<file path="src/csmabo_pkg.sv">
// ----------------------------------------------------------------------------
// csmabo_pkg - shared types and constants of the csma-ca backoff controller
// Phase encoding, result status codes, register map, configuration and
// result records, and the exponent helper functions.
// ----------------------------------------------------------------------------
package csmabo_pkg;

    // highest backoff exponent the block works with
    localparam logic [3:0] EXP_LIMIT = 4'd8;

    // packet phase
    typedef enum logic [1:0] {
        PH_IDLE    = 2'd0,
        PH_BACKOFF = 2'd1,
        PH_TX      = 2'd2
    } t_phase;

    // result status codes
    localparam logic [2:0] ST_NONE     = 3'd0;
    localparam logic [2:0] ST_TX_START = 3'd1;
    localparam logic [2:0] ST_TX_DONE  = 3'd2;
    localparam logic [2:0] ST_DROPPED  = 3'd3;
    localparam logic [2:0] ST_REFUSED  = 3'd4;

    // register indexes (paddr[3:2])
    localparam logic [1:0] REG_MIN_EXP      = 2'd0;
    localparam logic [1:0] REG_MAX_EXP      = 2'd1;
    localparam logic [1:0] REG_MAX_BACKOFFS = 2'd2;
    localparam logic [1:0] REG_TX_DURATION  = 2'd3;

    // register reset values
    localparam logic [3:0] RST_MIN_EXP      = 4'd3;
    localparam logic [3:0] RST_MAX_EXP      = 4'd5;
    localparam logic [2:0] RST_MAX_BACKOFFS = 3'd4;
    localparam logic [7:0] RST_TX_DURATION  = 8'd10;

    typedef struct packed {
        logic [3:0] min_exponent;
        logic [3:0] max_exponent;
        logic [2:0] max_backoffs;
        logic [7:0] tx_duration;
    } t_cfg;

    typedef struct packed {
        logic [2:0] status;
        logic [3:0] attempts;
        logic [3:0] exponent;
        logic       active;
    } t_result;

    // exponent limited to EXP_LIMIT
    function automatic logic [3:0] clamp_exp(input logic [3:0] e);
        return (e > EXP_LIMIT) ? EXP_LIMIT : e;
    endfunction

    // random wait: low e bits of the draw, all 8 bits for e of 8 or more
    function automatic logic [7:0] draw_wait(input logic [7:0] draw, input logic [3:0] e);
        logic [7:0] mask;
        for (int i = 0; i < 8; i++) begin
            mask[i] = (4'(i) < e);
        end
        return draw & mask;
    endfunction

endpackage

</file>
<file path="src/csma_ca_backoff_controller.sv">
// ----------------------------------------------------------------------------
// csma_ca_backoff_controller - unslotted csma-ca medium access controller
// Top level: apb configuration, input beat register, packet state machine
// and result register.
// ----------------------------------------------------------------------------
// Usage
//   Input stream: one beat per backoff period tick (tuser 0) or packet request
//   (tuser 1); tdata carries the channel-clear flag and 8 random bits.
//   Output stream: exactly one result beat per input beat, in order: status in
//   tuser, attempts / exponent / active in tdata.
//   Each beat passes the input register, then the result register. Throughput
//   is one beat per cycle unless the receiver stalls: the state machine updates
//   in a single pass from the input register to the result register.
//   A result waiting in the result register does not block the input: the
//   next beat is still captured into the input register, and only when both
//   registers are full and the receiver stalls does s_axis tready drop.
//   Reset (synchronous, active low) empties both registers, returns the
//   packet state to idle and loads the register defaults (min exponent 3,
//   max exponent 5, max backoffs 4, tx duration 10).
//   Registers are to be written over apb only while the stream is idle; the block itself does not enforce this.
// ----------------------------------------------------------------------------
module csma_ca_backoff_controller (
    input  logic        i_clk,
    input  logic        i_rst_n,
    // input stream
    input  logic        i_s_axis_tvalid,
    output logic        o_s_axis_tready,
    input  logic [15:0] i_s_axis_tdata,   // [0] cca_clear, [8:1] random_draw, rest zero
    input  logic [0:0]  i_s_axis_tuser,   // [0] opcode
    // result stream
    output logic        o_m_axis_tvalid,
    input  logic        i_m_axis_tready,
    output logic [15:0] o_m_axis_tdata,   // [3:0] attempts, [7:4] exponent, [8] active
    output logic [2:0]  o_m_axis_tuser,   // [2:0] status
    // configuration
    input  logic        psel,
    input  logic        penable,
    input  logic        pwrite,
    input  logic [3:0]  paddr,
    input  logic [31:0] pwdata,
    output logic [31:0] prdata,
    output logic        pready
);

    csmabo_pkg::t_cfg    w_cfg;
    csmabo_pkg::t_result w_result;
    csmabo_pkg::t_phase  w_phase;

    logic                r_in_vld;
    logic                r_in_opcode;
    logic                r_in_clear;
    logic [7:0]          r_in_draw;
    logic                r_out_vld;
    csmabo_pkg::t_result r_out_res;
    logic                w_adv;
    logic                w_in_acc;

    // configuration registers
    csmabo_cfg u_cfg (
        .i_clk   (i_clk),
        .i_rst_n (i_rst_n),
        .psel    (psel),
        .penable (penable),
        .pwrite  (pwrite),
        .paddr   (paddr),
        .pwdata  (pwdata),
        .prdata  (prdata),
        .pready  (pready),
        .o_cfg   (w_cfg)
    );

    // pipeline control
    assign w_adv           = r_in_vld & (~r_out_vld | i_m_axis_tready);
    assign o_s_axis_tready = ~r_in_vld | w_adv;
    assign w_in_acc        = i_s_axis_tvalid & o_s_axis_tready;

    // input beat register
    always_ff @(posedge i_clk) begin
        if (!i_rst_n) begin
            r_in_vld <= 1'b0;
        end else if (o_s_axis_tready) begin
            r_in_vld <= i_s_axis_tvalid;
        end
    end

    always_ff @(posedge i_clk) begin
        if (w_in_acc) begin
            r_in_opcode <= i_s_axis_tuser[0];
            r_in_clear  <= i_s_axis_tdata[0];
            r_in_draw   <= i_s_axis_tdata[8:1];
        end
    end

    // packet state machine
    csmabo_core u_core (
        .i_clk         (i_clk),
        .i_rst_n       (i_rst_n),
        .i_adv         (w_adv),
        .i_opcode      (r_in_opcode),
        .i_cca_clear   (r_in_clear),
        .i_random_draw (r_in_draw),
        .i_cfg         (w_cfg),
        .o_result      (w_result),
        .o_phase       (w_phase)
    );

    // result register
    always_ff @(posedge i_clk) begin
        if (!i_rst_n) begin
            r_out_vld <= 1'b0;
        end else if (w_adv) begin
            r_out_vld <= 1'b1;
        end else if (i_m_axis_tready) begin
            r_out_vld <= 1'b0;
        end
    end

    always_ff @(posedge i_clk) begin
        if (w_adv) begin
            r_out_res <= w_result;
        end
    end

    assign o_m_axis_tvalid = r_out_vld;
    assign o_m_axis_tuser  = r_out_res.status;
    assign o_m_axis_tdata  = {7'd0, r_out_res.active, r_out_res.exponent, r_out_res.attempts};

    // a processed beat reports active exactly when the packet stays in progress
    a_active_matches_phase: assert property (@(posedge i_clk) disable iff (!i_rst_n)
        w_adv |=> (r_out_res.active == (w_phase != csmabo_pkg::PH_IDLE)))
        else $error("result active flag disagrees with packet phase");

    // end of packet always reports an inactive controller
    a_end_inactive: assert property (@(posedge i_clk) disable iff (!i_rst_n)
        (r_out_vld && (r_out_res.status == csmabo_pkg::ST_TX_DONE ||
                       r_out_res.status == csmabo_pkg::ST_DROPPED)) |-> !r_out_res.active)
        else $error("finished packet still reported active");

    // a transmission start leaves the state machine in the transmit phase
    a_tx_start_phase: assert property (@(posedge i_clk) disable iff (!i_rst_n)
        (w_adv && w_result.status == csmabo_pkg::ST_TX_START) |=>
        (w_phase == csmabo_pkg::PH_TX))
        else $error("tx start without transmit phase");

    // reported exponent stays within the limit
    a_exp_limit: assert property (@(posedge i_clk) disable iff (!i_rst_n)
        r_out_vld |-> (r_out_res.exponent <= csmabo_pkg::EXP_LIMIT))
        else $error("backoff exponent above limit");

endmodule

</file>
<file path="src/csmabo_cfg.sv">
// ----------------------------------------------------------------------------
// csmabo_cfg - configuration register file
// Four apb registers holding the backoff exponent range, the busy limit and
// the transmission length.
// ----------------------------------------------------------------------------
module csmabo_cfg (
    input  logic               i_clk,
    input  logic               i_rst_n,
    input  logic               psel,
    input  logic               penable,
    input  logic               pwrite,
    input  logic [3:0]         paddr,
    input  logic [31:0]        pwdata,
    output logic [31:0]        prdata,
    output logic               pready,
    output csmabo_pkg::t_cfg   o_cfg
);

    csmabo_pkg::t_cfg r_cfg;
    logic             w_wr;

    assign pready = 1'b1;
    assign w_wr   = psel & penable & pwrite;
    assign o_cfg  = r_cfg;

    // register writes
    always_ff @(posedge i_clk) begin
        if (!i_rst_n) begin
            r_cfg.min_exponent <= csmabo_pkg::RST_MIN_EXP;
            r_cfg.max_exponent <= csmabo_pkg::RST_MAX_EXP;
            r_cfg.max_backoffs <= csmabo_pkg::RST_MAX_BACKOFFS;
            r_cfg.tx_duration  <= csmabo_pkg::RST_TX_DURATION;
        end else if (w_wr) begin
            unique case (paddr[3:2])
                csmabo_pkg::REG_MIN_EXP:      r_cfg.min_exponent <= pwdata[3:0];
                csmabo_pkg::REG_MAX_EXP:      r_cfg.max_exponent <= pwdata[3:0];
                csmabo_pkg::REG_MAX_BACKOFFS: r_cfg.max_backoffs <= pwdata[2:0];
                csmabo_pkg::REG_TX_DURATION:  r_cfg.tx_duration  <= pwdata[7:0];
            endcase
        end
    end

    // read mux
    always_comb begin
        unique case (paddr[3:2])
            csmabo_pkg::REG_MIN_EXP:      prdata = {28'd0, r_cfg.min_exponent};
            csmabo_pkg::REG_MAX_EXP:      prdata = {28'd0, r_cfg.max_exponent};
            csmabo_pkg::REG_MAX_BACKOFFS: prdata = {29'd0, r_cfg.max_backoffs};
            csmabo_pkg::REG_TX_DURATION:  prdata = {24'd0, r_cfg.tx_duration};
        endcase
    end

endmodule

</file>
<file path="src/csmabo_core.sv">
// ----------------------------------------------------------------------------
// csmabo_core - csma-ca packet state machine
// Holds phase, countdown, busy count and exponent, and works out one result
// per beat from the registered input beat in a single pass.
// ----------------------------------------------------------------------------
module csmabo_core (
    input  logic                  i_clk,
    input  logic                  i_rst_n,
    input  logic                  i_adv,
    input  logic                  i_opcode,
    input  logic                  i_cca_clear,
    input  logic [7:0]            i_random_draw,
    input  csmabo_pkg::t_cfg      i_cfg,
    output csmabo_pkg::t_result   o_result,
    output csmabo_pkg::t_phase    o_phase
);

    csmabo_pkg::t_phase r_phase,     n_phase;
    logic [8:0]         r_countdown, n_countdown;
    logic [3:0]         r_busy,      n_busy;
    logic [3:0]         r_exp,       n_exp;

    logic [3:0] w_lim;
    logic [3:0] w_exp_min;
    logic [4:0] w_exp_inc;
    logic [3:0] w_exp_busy;
    logic [3:0] w_busy_inc;
    logic       w_finished;

    assign o_phase = r_phase;

    // state registers, advanced once per processed beat
    always_ff @(posedge i_clk) begin
        if (!i_rst_n) begin
            r_phase     <= csmabo_pkg::PH_IDLE;
            r_countdown <= 9'd0;
            r_busy      <= 4'd0;
            r_exp       <= 4'd0;
        end else if (i_adv) begin
            r_phase     <= n_phase;
            r_countdown <= n_countdown;
            r_busy      <= n_busy;
            r_exp       <= n_exp;
        end
    end

    // exponent arithmetic shared by the branches
    assign w_lim      = csmabo_pkg::clamp_exp(i_cfg.max_exponent);
    assign w_exp_min  = csmabo_pkg::clamp_exp(i_cfg.min_exponent);
    assign w_exp_inc  = {1'b0, r_exp} + 5'd1;
    assign w_exp_busy = (w_exp_inc > {1'b0, w_lim}) ? w_lim : w_exp_inc[3:0];
    assign w_busy_inc = r_busy + 4'd1;

    // next state and result
    always_comb begin
        n_phase         = r_phase;
        n_countdown     = r_countdown;
        n_busy          = r_busy;
        n_exp           = r_exp;
        w_finished      = 1'b0;
        o_result.status = csmabo_pkg::ST_NONE;

        if (i_opcode) begin
            // packet request
            if (r_phase == csmabo_pkg::PH_IDLE) begin
                n_busy      = 4'd0;
                n_exp       = w_exp_min;
                n_countdown = {1'b0, csmabo_pkg::draw_wait(i_random_draw, w_exp_min)};
                n_phase     = csmabo_pkg::PH_BACKOFF;
            end else begin
                o_result.status = csmabo_pkg::ST_REFUSED;
            end
        end else begin
            // backoff period tick
            unique case (r_phase)
                csmabo_pkg::PH_BACKOFF: begin
                    if (r_countdown != 9'd0) begin
                        n_countdown = r_countdown - 9'd1;
                    end else if (i_cca_clear) begin
                        n_phase         = csmabo_pkg::PH_TX;
                        n_countdown     = {1'b0, i_cfg.tx_duration};
                        o_result.status = csmabo_pkg::ST_TX_START;
                    end else begin
                        n_busy = w_busy_inc;
                        n_exp  = w_exp_busy;
                        if (w_busy_inc <= {1'b0, i_cfg.max_backoffs}) begin
                            n_countdown = 9'd1 +
                                {1'b0, csmabo_pkg::draw_wait(i_random_draw, w_exp_busy)};
                        end else begin
                            o_result.status = csmabo_pkg::ST_DROPPED;
                            w_finished      = 1'b1;
                        end
                    end
                end
                csmabo_pkg::PH_TX: begin
                    if (r_countdown <= 9'd1) begin
                        o_result.status = csmabo_pkg::ST_TX_DONE;
                        w_finished      = 1'b1;
                    end else begin
                        n_countdown = r_countdown - 9'd1;
                    end
                end
                default: begin
                end
            endcase
        end

        // report the packet's values before the end-of-packet clear
        o_result.attempts = n_busy;
        o_result.exponent = n_exp;

        if (w_finished) begin
            n_phase     = csmabo_pkg::PH_IDLE;
            n_countdown = 9'd0;
            n_busy      = 4'd0;
            n_exp       = 4'd0;
        end

        o_result.active = (n_phase != csmabo_pkg::PH_IDLE);
    end

endmodule
</file>
<file path="config.mk">
export PLATFORM = sky130hd
export DESIGN_NAME = csma_ca_backoff_controller
export DESIGN_NICKNAME = d
export VERILOG_FILES = /design/src/csmabo_pkg.sv /design/src/csma_ca_backoff_controller.sv /design/src/csmabo_cfg.sv /design/src/csmabo_core.sv
export SDC_FILE = /design/constraint.sdc
export NUM_CORES = 1
export LEC_CHECK = 0
export ABC_AREA = 1
export BUFFER_PORTS_ARGS = -buffer_cell sky130_fd_sc_hd__buf_2
export CAP_MARGIN = 40
export CORE_UTILIZATION = 45
export CTS_BUF_LIST = sky130_fd_sc_hd__clkbuf_4 sky130_fd_sc_hd__clkbuf_8 sky130_fd_sc_hd__clkbuf_16
export DETAILED_ROUTE_END_ITERATION = 16
export PLACE_DENSITY = 0.84
export SETUP_SLACK_MARGIN = 0.05
export SYNTH_ARGS = -nofsm -noshare
export SYNTH_HDL_FRONTEND = slang
export SYNTH_SLANG_ARGS = --single-unit
</file>
<file path="constraint.sdc">
create_clock -name i_clk -period 2.95 [get_ports i_clk]
set_input_delay 0.295 -clock i_clk [delete_from_list [all_inputs] [get_ports i_clk]]
set_output_delay 0.295 -clock i_clk [all_outputs]
set_load 0.01 [all_outputs]
</file>
==> flow_metrics.tcl, run 1 <==
set metrics [dict create \
    final_area_um2 4990 \
    core_um2 8720 \
    synth-edff-count 22 \
    peakVddDrop_mv 0.389 \
    power_frac_comb_pct 24.1 \
    synth.top_cell.area_share_pct 19.8 \
    switching_share_pct 31.2 \
    grt_pass1_wl_um 16300 \
    seqCellArea_um2 1470 \
    cp.required_ns 3.16 \
    cts_sinks 62 \
    placed_area_um2 4430 \
    gr-total-overflow 0 \
    top_layer "met4" \
    antenna_found_initial 0 \
    dieHeight_um 96.9 \
    relSlewSlack_pct 57.8 \
    p_switching_uw 686 \
    path_common_cell "nand2_1" \
    area_growth_pct 23.0 \
    wl_met3_um 691 \
    numPortBuffers 48 \
    synth.area.top_cells "dfxtp_1 20%, edfxtp_1 16%, nand2_1 12%, a21oi_1 6.2%, buf_4 5.9%" \
    leakagePower_uw 0.00225 \
    synth_fa_ha_area_share_pct 4.63 \
    yosysWarnings 0 \
    fin_crit_sh_pct 98.2 \
    cts.clk_slew.worst_paths_ns 0.07 \
    rows 34 \
    crit_type "reg2reg" \
    start_kind "register" \
    drc 0 \
    route.antenna.remaining_nets 0 \
    fin_worst_skew_ns 0.0102 \
    yosysTopAreaCell "dfxtp_1" \
    setup_violations 0 \
    cts_hold_buf 0 \
    cap_violations 0 \
    slowest_stage "dfxtp_4" \
    synthTopCellsByCount "125 x nand2_1, 64 x inv_1, 50 x a21oi_1, 43 x nor2_1, 40 x dfxtp_1" \
    worst_pin_slew_ns 0.630 \
    cts_tree "done" \
    hold_violations 0 \
    synth.distinct_cells 41 \
    post_drt_wl_per_cell_um 13.6 \
    synth_mux_area_share_pct 0 \
    synth-xor-area-share_pct 2.38 \
    reg2reg_slack_ns 0.05 \
    n_fill_cell 788 \
    post-place-ws_ns -0.197 \
    report.final.slew_viol_count 0 \
    synth_compound_area_share_pct 14.1 \
    wirelength_um 10200 \
    drt-met1-wl_um 4370 \
    status "completed" \
    first_pass_iters 5 \
    die_w_um 96.9 \
    finalNetCount 715 \
    clock_path_buffers 2 \
    dieArea_um2 9390 \
    power.density_nw_per_um2 442 \
    cpLargestDelayFamily "simple AND/OR/NAND/NOR gates" \
    root_buffer "clkbuf_8" \
    p_seq_share_pct 43.0 \
    p_int_uw 1520 \
    multi_input_area_um2 2360 \
    yosysMostFrequentCell "nand2_1" \
    clock_latency_ns 0.35 \
    cp_slowest_stage_delay_ns 0.38 \
    numCtsBuffers 9 \
    synth-simple-area-share_pct 28.8 \
    period_needed_ns 2.90 \
    dr_wl_met2_um 4900 \
    rsz0062_at_grt "true" \
    via_count 3899 \
    netlist_area_um2 4050 \
    viasPerCell 5.18 \
    cp_num_buf_inv 3 \
    max_freq_mhz 345 \
    track_usage_pct 21.7 \
    pin_count 114 \
    initial_core_util_pct 46.5 \
    synth.ff_latch_count 62 \
    synthArstFlopShare_pct 0 \
    syn_area_per_cell_um2 7.33 \
    clkPwrFrac_pct 33.0 \
    n_antenna_cell 0 \
    setup_slack_ns 0.0528 \
    ys_seq_area_share_pct 36.0 \
    grt_pass1_vias 3572 \
    synthCells 553 \
    first_iter_violations 234 \
    grt_start_max_net_pins 23 \
    arrival_ns 3.11 \
    critPathMaxFanout 7 \
    h-tree-depth 3 \
    dpl.hpwl_um 7530 \
    ys.flop_type "dfxtp_1" \
    worstHoldPathType "in2reg" \
    drive_gt1_share_pct 27.6 \
    critPathCaptureType "register" \
    gp_congestion 0.911 \
    synth_top_family_by_area "simple AND/OR/NAND/NOR gates" \
]
power by group through the flow:
stage	clock network, uW	registers (uW)	logic [uW]
3_3_place_gp	0	962	452
4_1_cts	735	945	490
2_1_floorplan	0	963	357
5_1_grt	771	949	581
3_5_place_dp	0	963	465
6_report	726	946	530
stage by stage:
stage               hold slack, ns  util (%)  std cells  TNS, ns  power, uW
finish                       0.111      57.2        753        0       2200
global route                0.0983      57.2        753    -1.01       2300
CTS                          0.101      55.3        749        0       2170
detailed placement           0.474      50.8        722   -0.431       1430
global placement             0.466      50.8        722  -0.0662       1410
floorplan                    0.394         -        583        0       1320
path summary, 6_finish.rpt:
| kind | cells past startpoint | end | from |
|---|---|---|---|
| worst max-delay path | 25 | u_core.r_countdown[7] | u_core.r_exp[1] |
| worst min-delay path | 1 | r_in_opcode | i_s_axis_tuser |
| worst max register to register | 25 | u_core.r_countdown[7] | u_core.r_exp[1] |
| worst min register to register | 2 | u_core.r_countdown[1] | u_core.r_countdown[1] |
per-layer routing:
metal	up-vias	global-route usage, %
met1	1776	28.0
met5	-	0
met2	177	34.9
met4	0	10.1
met3	30	4.48
li1	1916	-
repair_timing:
| action | 4_1_cts | 5_1_grt |
|---|---|---|
| buffers inserted | 12 | 4 |
| hold endpoints to repair | 0 | 0 |
| pin swaps | 16 | 23 |
| endpoints found under the setup margin | 8 | 9 |
| resized for setup | 27 | 32 |
cell usage in the layout, fill, tap and decap left out, drive strengths merged:
master,instances
buf,88
nor3,4
conb,32
o221ai,2
clkinvlp,2
o22ai,1
a211oi,1
a21oi,50
nand2,141
dfxtp,40
inv,67
o211ai,6
nand4,3
edfxtp,22
nor2,53
nand3,42
or2,2
xor2,9
o2111ai,1
a22oi,2
a221oi,3
nor2b,1
xnor2,2
ha,15
clkinv,4
clkbuf,13
o21ai,36
o21a,1
a21boi,1
nand3b,1
registers in the layout, indices dropped and copies added (netlist names):
register,cells
r_in_draw,8
o_m_axis_tdata,9
r_in_vld,1
u_core.r_exp,4
r_in_clear,1
o_m_axis_tvalid,1
u_core.r_countdown,9
u_core.r_busy,4
u_core.o_phase,2
r_in_opcode,1
u_cfg.o_cfg,19
o_m_axis_tuser,3
cells by family (layout without fill, tap and decap cells):
family	count (synthesis)	count (layout)
xor+xnor	11	11
compound gates	104	104
simple gates	247	247
buf+inv	112	174
fa+ha+maj	15	15
other cells	2	32
flops	62	62
area by class of cell:
cell class / count / share of cell area (%)
Sequential cell: 62 / 29.5
Clock inverter: 3 / 0.351
Clock buffer: 13 / 3.56
Inverter: 70 / 5.35
Tap cell: 108 / 2.71
Timing Repair Buffer: 88 / 11.1
Multi-Input combinational cell: 409 / 47.4
Note: power is estimated with default switching activity, not from simulation.
==> run 2: changes to the inputs <==
--- a/config.mk
+++ b/config.mk
@@ -6,13 +6,15 @@
 export NUM_CORES = 1
 export LEC_CHECK = 0
 export ABC_AREA = 1
-export BUFFER_PORTS_ARGS = -buffer_cell sky130_fd_sc_hd__buf_2
+export BUFFER_PORTS_ARGS = -buffer_cell sky130_fd_sc_hd__clkbuf_2
 export CAP_MARGIN = 40
 export CORE_UTILIZATION = 45
 export CTS_BUF_LIST = sky130_fd_sc_hd__clkbuf_4 sky130_fd_sc_hd__clkbuf_8 sky130_fd_sc_hd__clkbuf_16
 export DETAILED_ROUTE_END_ITERATION = 16
+export HOLD_SLACK_MARGIN = 0.1
 export PLACE_DENSITY = 0.84
 export SETUP_SLACK_MARGIN = 0.05
+export SLEW_MARGIN = 20
 export SYNTH_ARGS = -nofsm -noshare
 export SYNTH_HDL_FRONTEND = slang
 export SYNTH_SLANG_ARGS = --single-unit
==> run 2 against run 1 <==
The run now ends with setup timing left. Sequential power about the same. Combinational power is 6.2% higher. Highest routed layer unchanged. Largest cell class unchanged. Clock skew increased by 0.0028 ns.
==> flow_metrics.tcl, run 2 (synthesized netlist as in run 1, its figures left out) <==
set metrics [dict create \
    critPathCaptureType "register" \
    p_seq_share_pct 43.8 \
    final_common_cell "nand2_1" \
    cp_num_buf_inv 5 \
    slowest_stage "dfxtp_4" \
    cp_slowest_stage_delay_ns 0.40 \
    max_freq_mhz 331 \
    numPortBuffers 48 \
    drive_gt1_share_pct 28.4 \
    initial_core_util_pct 46.5 \
    cpLargestDelayFamily "simple AND/OR/NAND/NOR gates" \
    rr_worst_depth 21 \
    path_common_cell "nand2_4" \
    cap_violations 0 \
    fin_worst_skew_ns 0.0130 \
    track_usage_pct 22.8 \
    hold_violations 0 \
    rows 34 \
    cp.required_ns 3.15 \
    first_iter_violations 222 \
    dieArea_um2 9390 \
    worst_pin_slew_ns 0.617 \
    finalNetCount 721 \
    grt_pass1_vias 3793 \
    h-tree-depth 3 \
    peakVddDrop_mv 0.241 \
    drc 0 \
    critical_path.cell_chain "nand3_4, xor2_4, inv_2, ha_4, nand2_4, nor2_4, buf_4, nand3_4, buf_4, buf_6, nand3_2, nand2_4, nor2_4, nand2_4, nand2_4, buf_4, nand2_1, a21oi_1, o221ai_1, nand2_1, a21oi_1" \
    final_cell_mix "115 x nand2_1, 61 x inv_1, 48 x a21oi_1, 48 x clkbuf_2, 43 x buf_4" \
    clkPwrFrac_pct 30.1 \
    wirelength_um 11000 \
    violations "setup timing" \
    crit_type "reg2reg" \
    grt_start_max_net_pins 23 \
    start_kind "register" \
    route.antenna.remaining_nets 0 \
    die_w_um 96.9 \
    p_switching_uw 692 \
    hold_ws_ns 0.128 \
    p_int_uw 1470 \
    viasPerCell 5.32 \
    post_drt_wl_per_cell_um 14.5 \
    first_pass_iters 7 \
    gr-total-overflow 0 \
    switching_share_pct 32.0 \
    numCtsBuffers 9 \
    clock_latency_ns 0.34 \
    period_needed_ns 3.02 \
    grt_pass1_wl_um 17200 \
    arrival_ns 3.23 \
    setup_slack_ns -0.0732 \
    pin_count 114 \
    rsz0062_at_grt "true" \
    worst-path-stages 21 \
    cts_tree "done" \
    n_antenna_cell 0 \
    root_buffer "clkbuf_8" \
    gp_congestion 0.905 \
    final_cells 759 \
    via_count 4035 \
    power.density_nw_per_um2 427 \
    dieHeight_um 96.9 \
    whs_path_depth 1 \
    final_util_pct 58.1 \
    total_power_uw 2160 \
    report.final.slew_viol_count 0 \
    clock_path_buffers 2 \
    area_growth_pct 24.9 \
    place_inst 722 \
    relSlewSlack_pct 58.6 \
    cts_sinks 62 \
    cts.clk_slew.worst_paths_ns 0.07 \
    antenna_found_initial 0 \
    reg2reg_slack_ns -0.07 \
    critPathMaxFanout 7 \
    worstHoldPathType "in2reg" \
    post-place-ws_ns -0.213 \
    power_frac_comb_pct 26.0 \
    leakagePower_uw 0.00230 \
    largest_reg_flops 19 \
    status "finished, violations left" \
    core_um2 8720 \
    dpl.hpwl_um 7510 \
    fin_crit_sh_pct 102 \
    setup_violations 6 \
]
[run 2: changes by cell type in the layout (fill, tap and decap cells not counted), moves of 3 or more]
cell | before | now
nand2_2 | 15 | 12
buf_2 | 48 | 0
nand2_4 | 9 | 13
clkbuf_2 | 0 | 48
nand3_2 | 4 | 9
buf_4 | 36 | 43
nand3_1 | 33 | 28
[run 2: through the flow]
stage / TNS [ns] / instance area [um2]
final: -0.211 / 5060
after global routing: -1.65 / 5060
after CTS: 0 / 4870
after detailed placement: -0.595 / 4430
after global placement: -0.0565 / 4430
after floorplan: 0 / 4170
[run 2: worst paths after layout]
kind / from / end
max reg2reg: u_core.r_exp[0] / u_core.r_countdown[2]
min: i_s_axis_tdata[2] / r_in_draw[1]
max: u_core.r_exp[0] / u_core.r_countdown[2]
min reg2reg: u_cfg.o_cfg[4] / u_cfg.o_cfg[4]
[run 2: routing by layer]
metal	global-route usage, %	wire (um)	up-vias
li1	-	-	1928
met1	27.4	4440	1834
met2	37.2	5100	221
met3	6.00	955	52
met4	12.3	475	0
met5	0	0	-
[run 2: power groups by stage]
stage	Sequential, uW	Clock [uW]	Combinational, uW
after floorplan	963	0	357
after global routing	951	707	617
after CTS	947	664	514
after detailed placement	964	0	464
after global placement	962	0	451
final	948	652	563
[run 2: final cells by class]
type,count,area (um2)
Clock buffer,13,154
Multi-Input combinational cell,409,2430
Inverter,70,263
Fill cell,713,3660
Timing Repair Buffer,94,597
Sequential cell,62,1470
Tap cell,108,135
Clock inverter,3,13.8
[run 2: worst register-to-register path: cells and delay by family, from the launching register on]
family                     cells  cell delay, ns
AOI/OAI and AO/OA              3            0.31
xor gates and xnor gates       1            0.18
adders and majority gates      1            0.29
buffers and inverters          5            0.63
DFF                            1            0.40
and+or+nand+nor               11            1.09
[run 2: timing repair]
action	CTS	global route
gates resized for setup	41	28
setup endpoints to repair	8	10
hold buffers	0	0
setup buffers	14	8
pin swaps	16	20
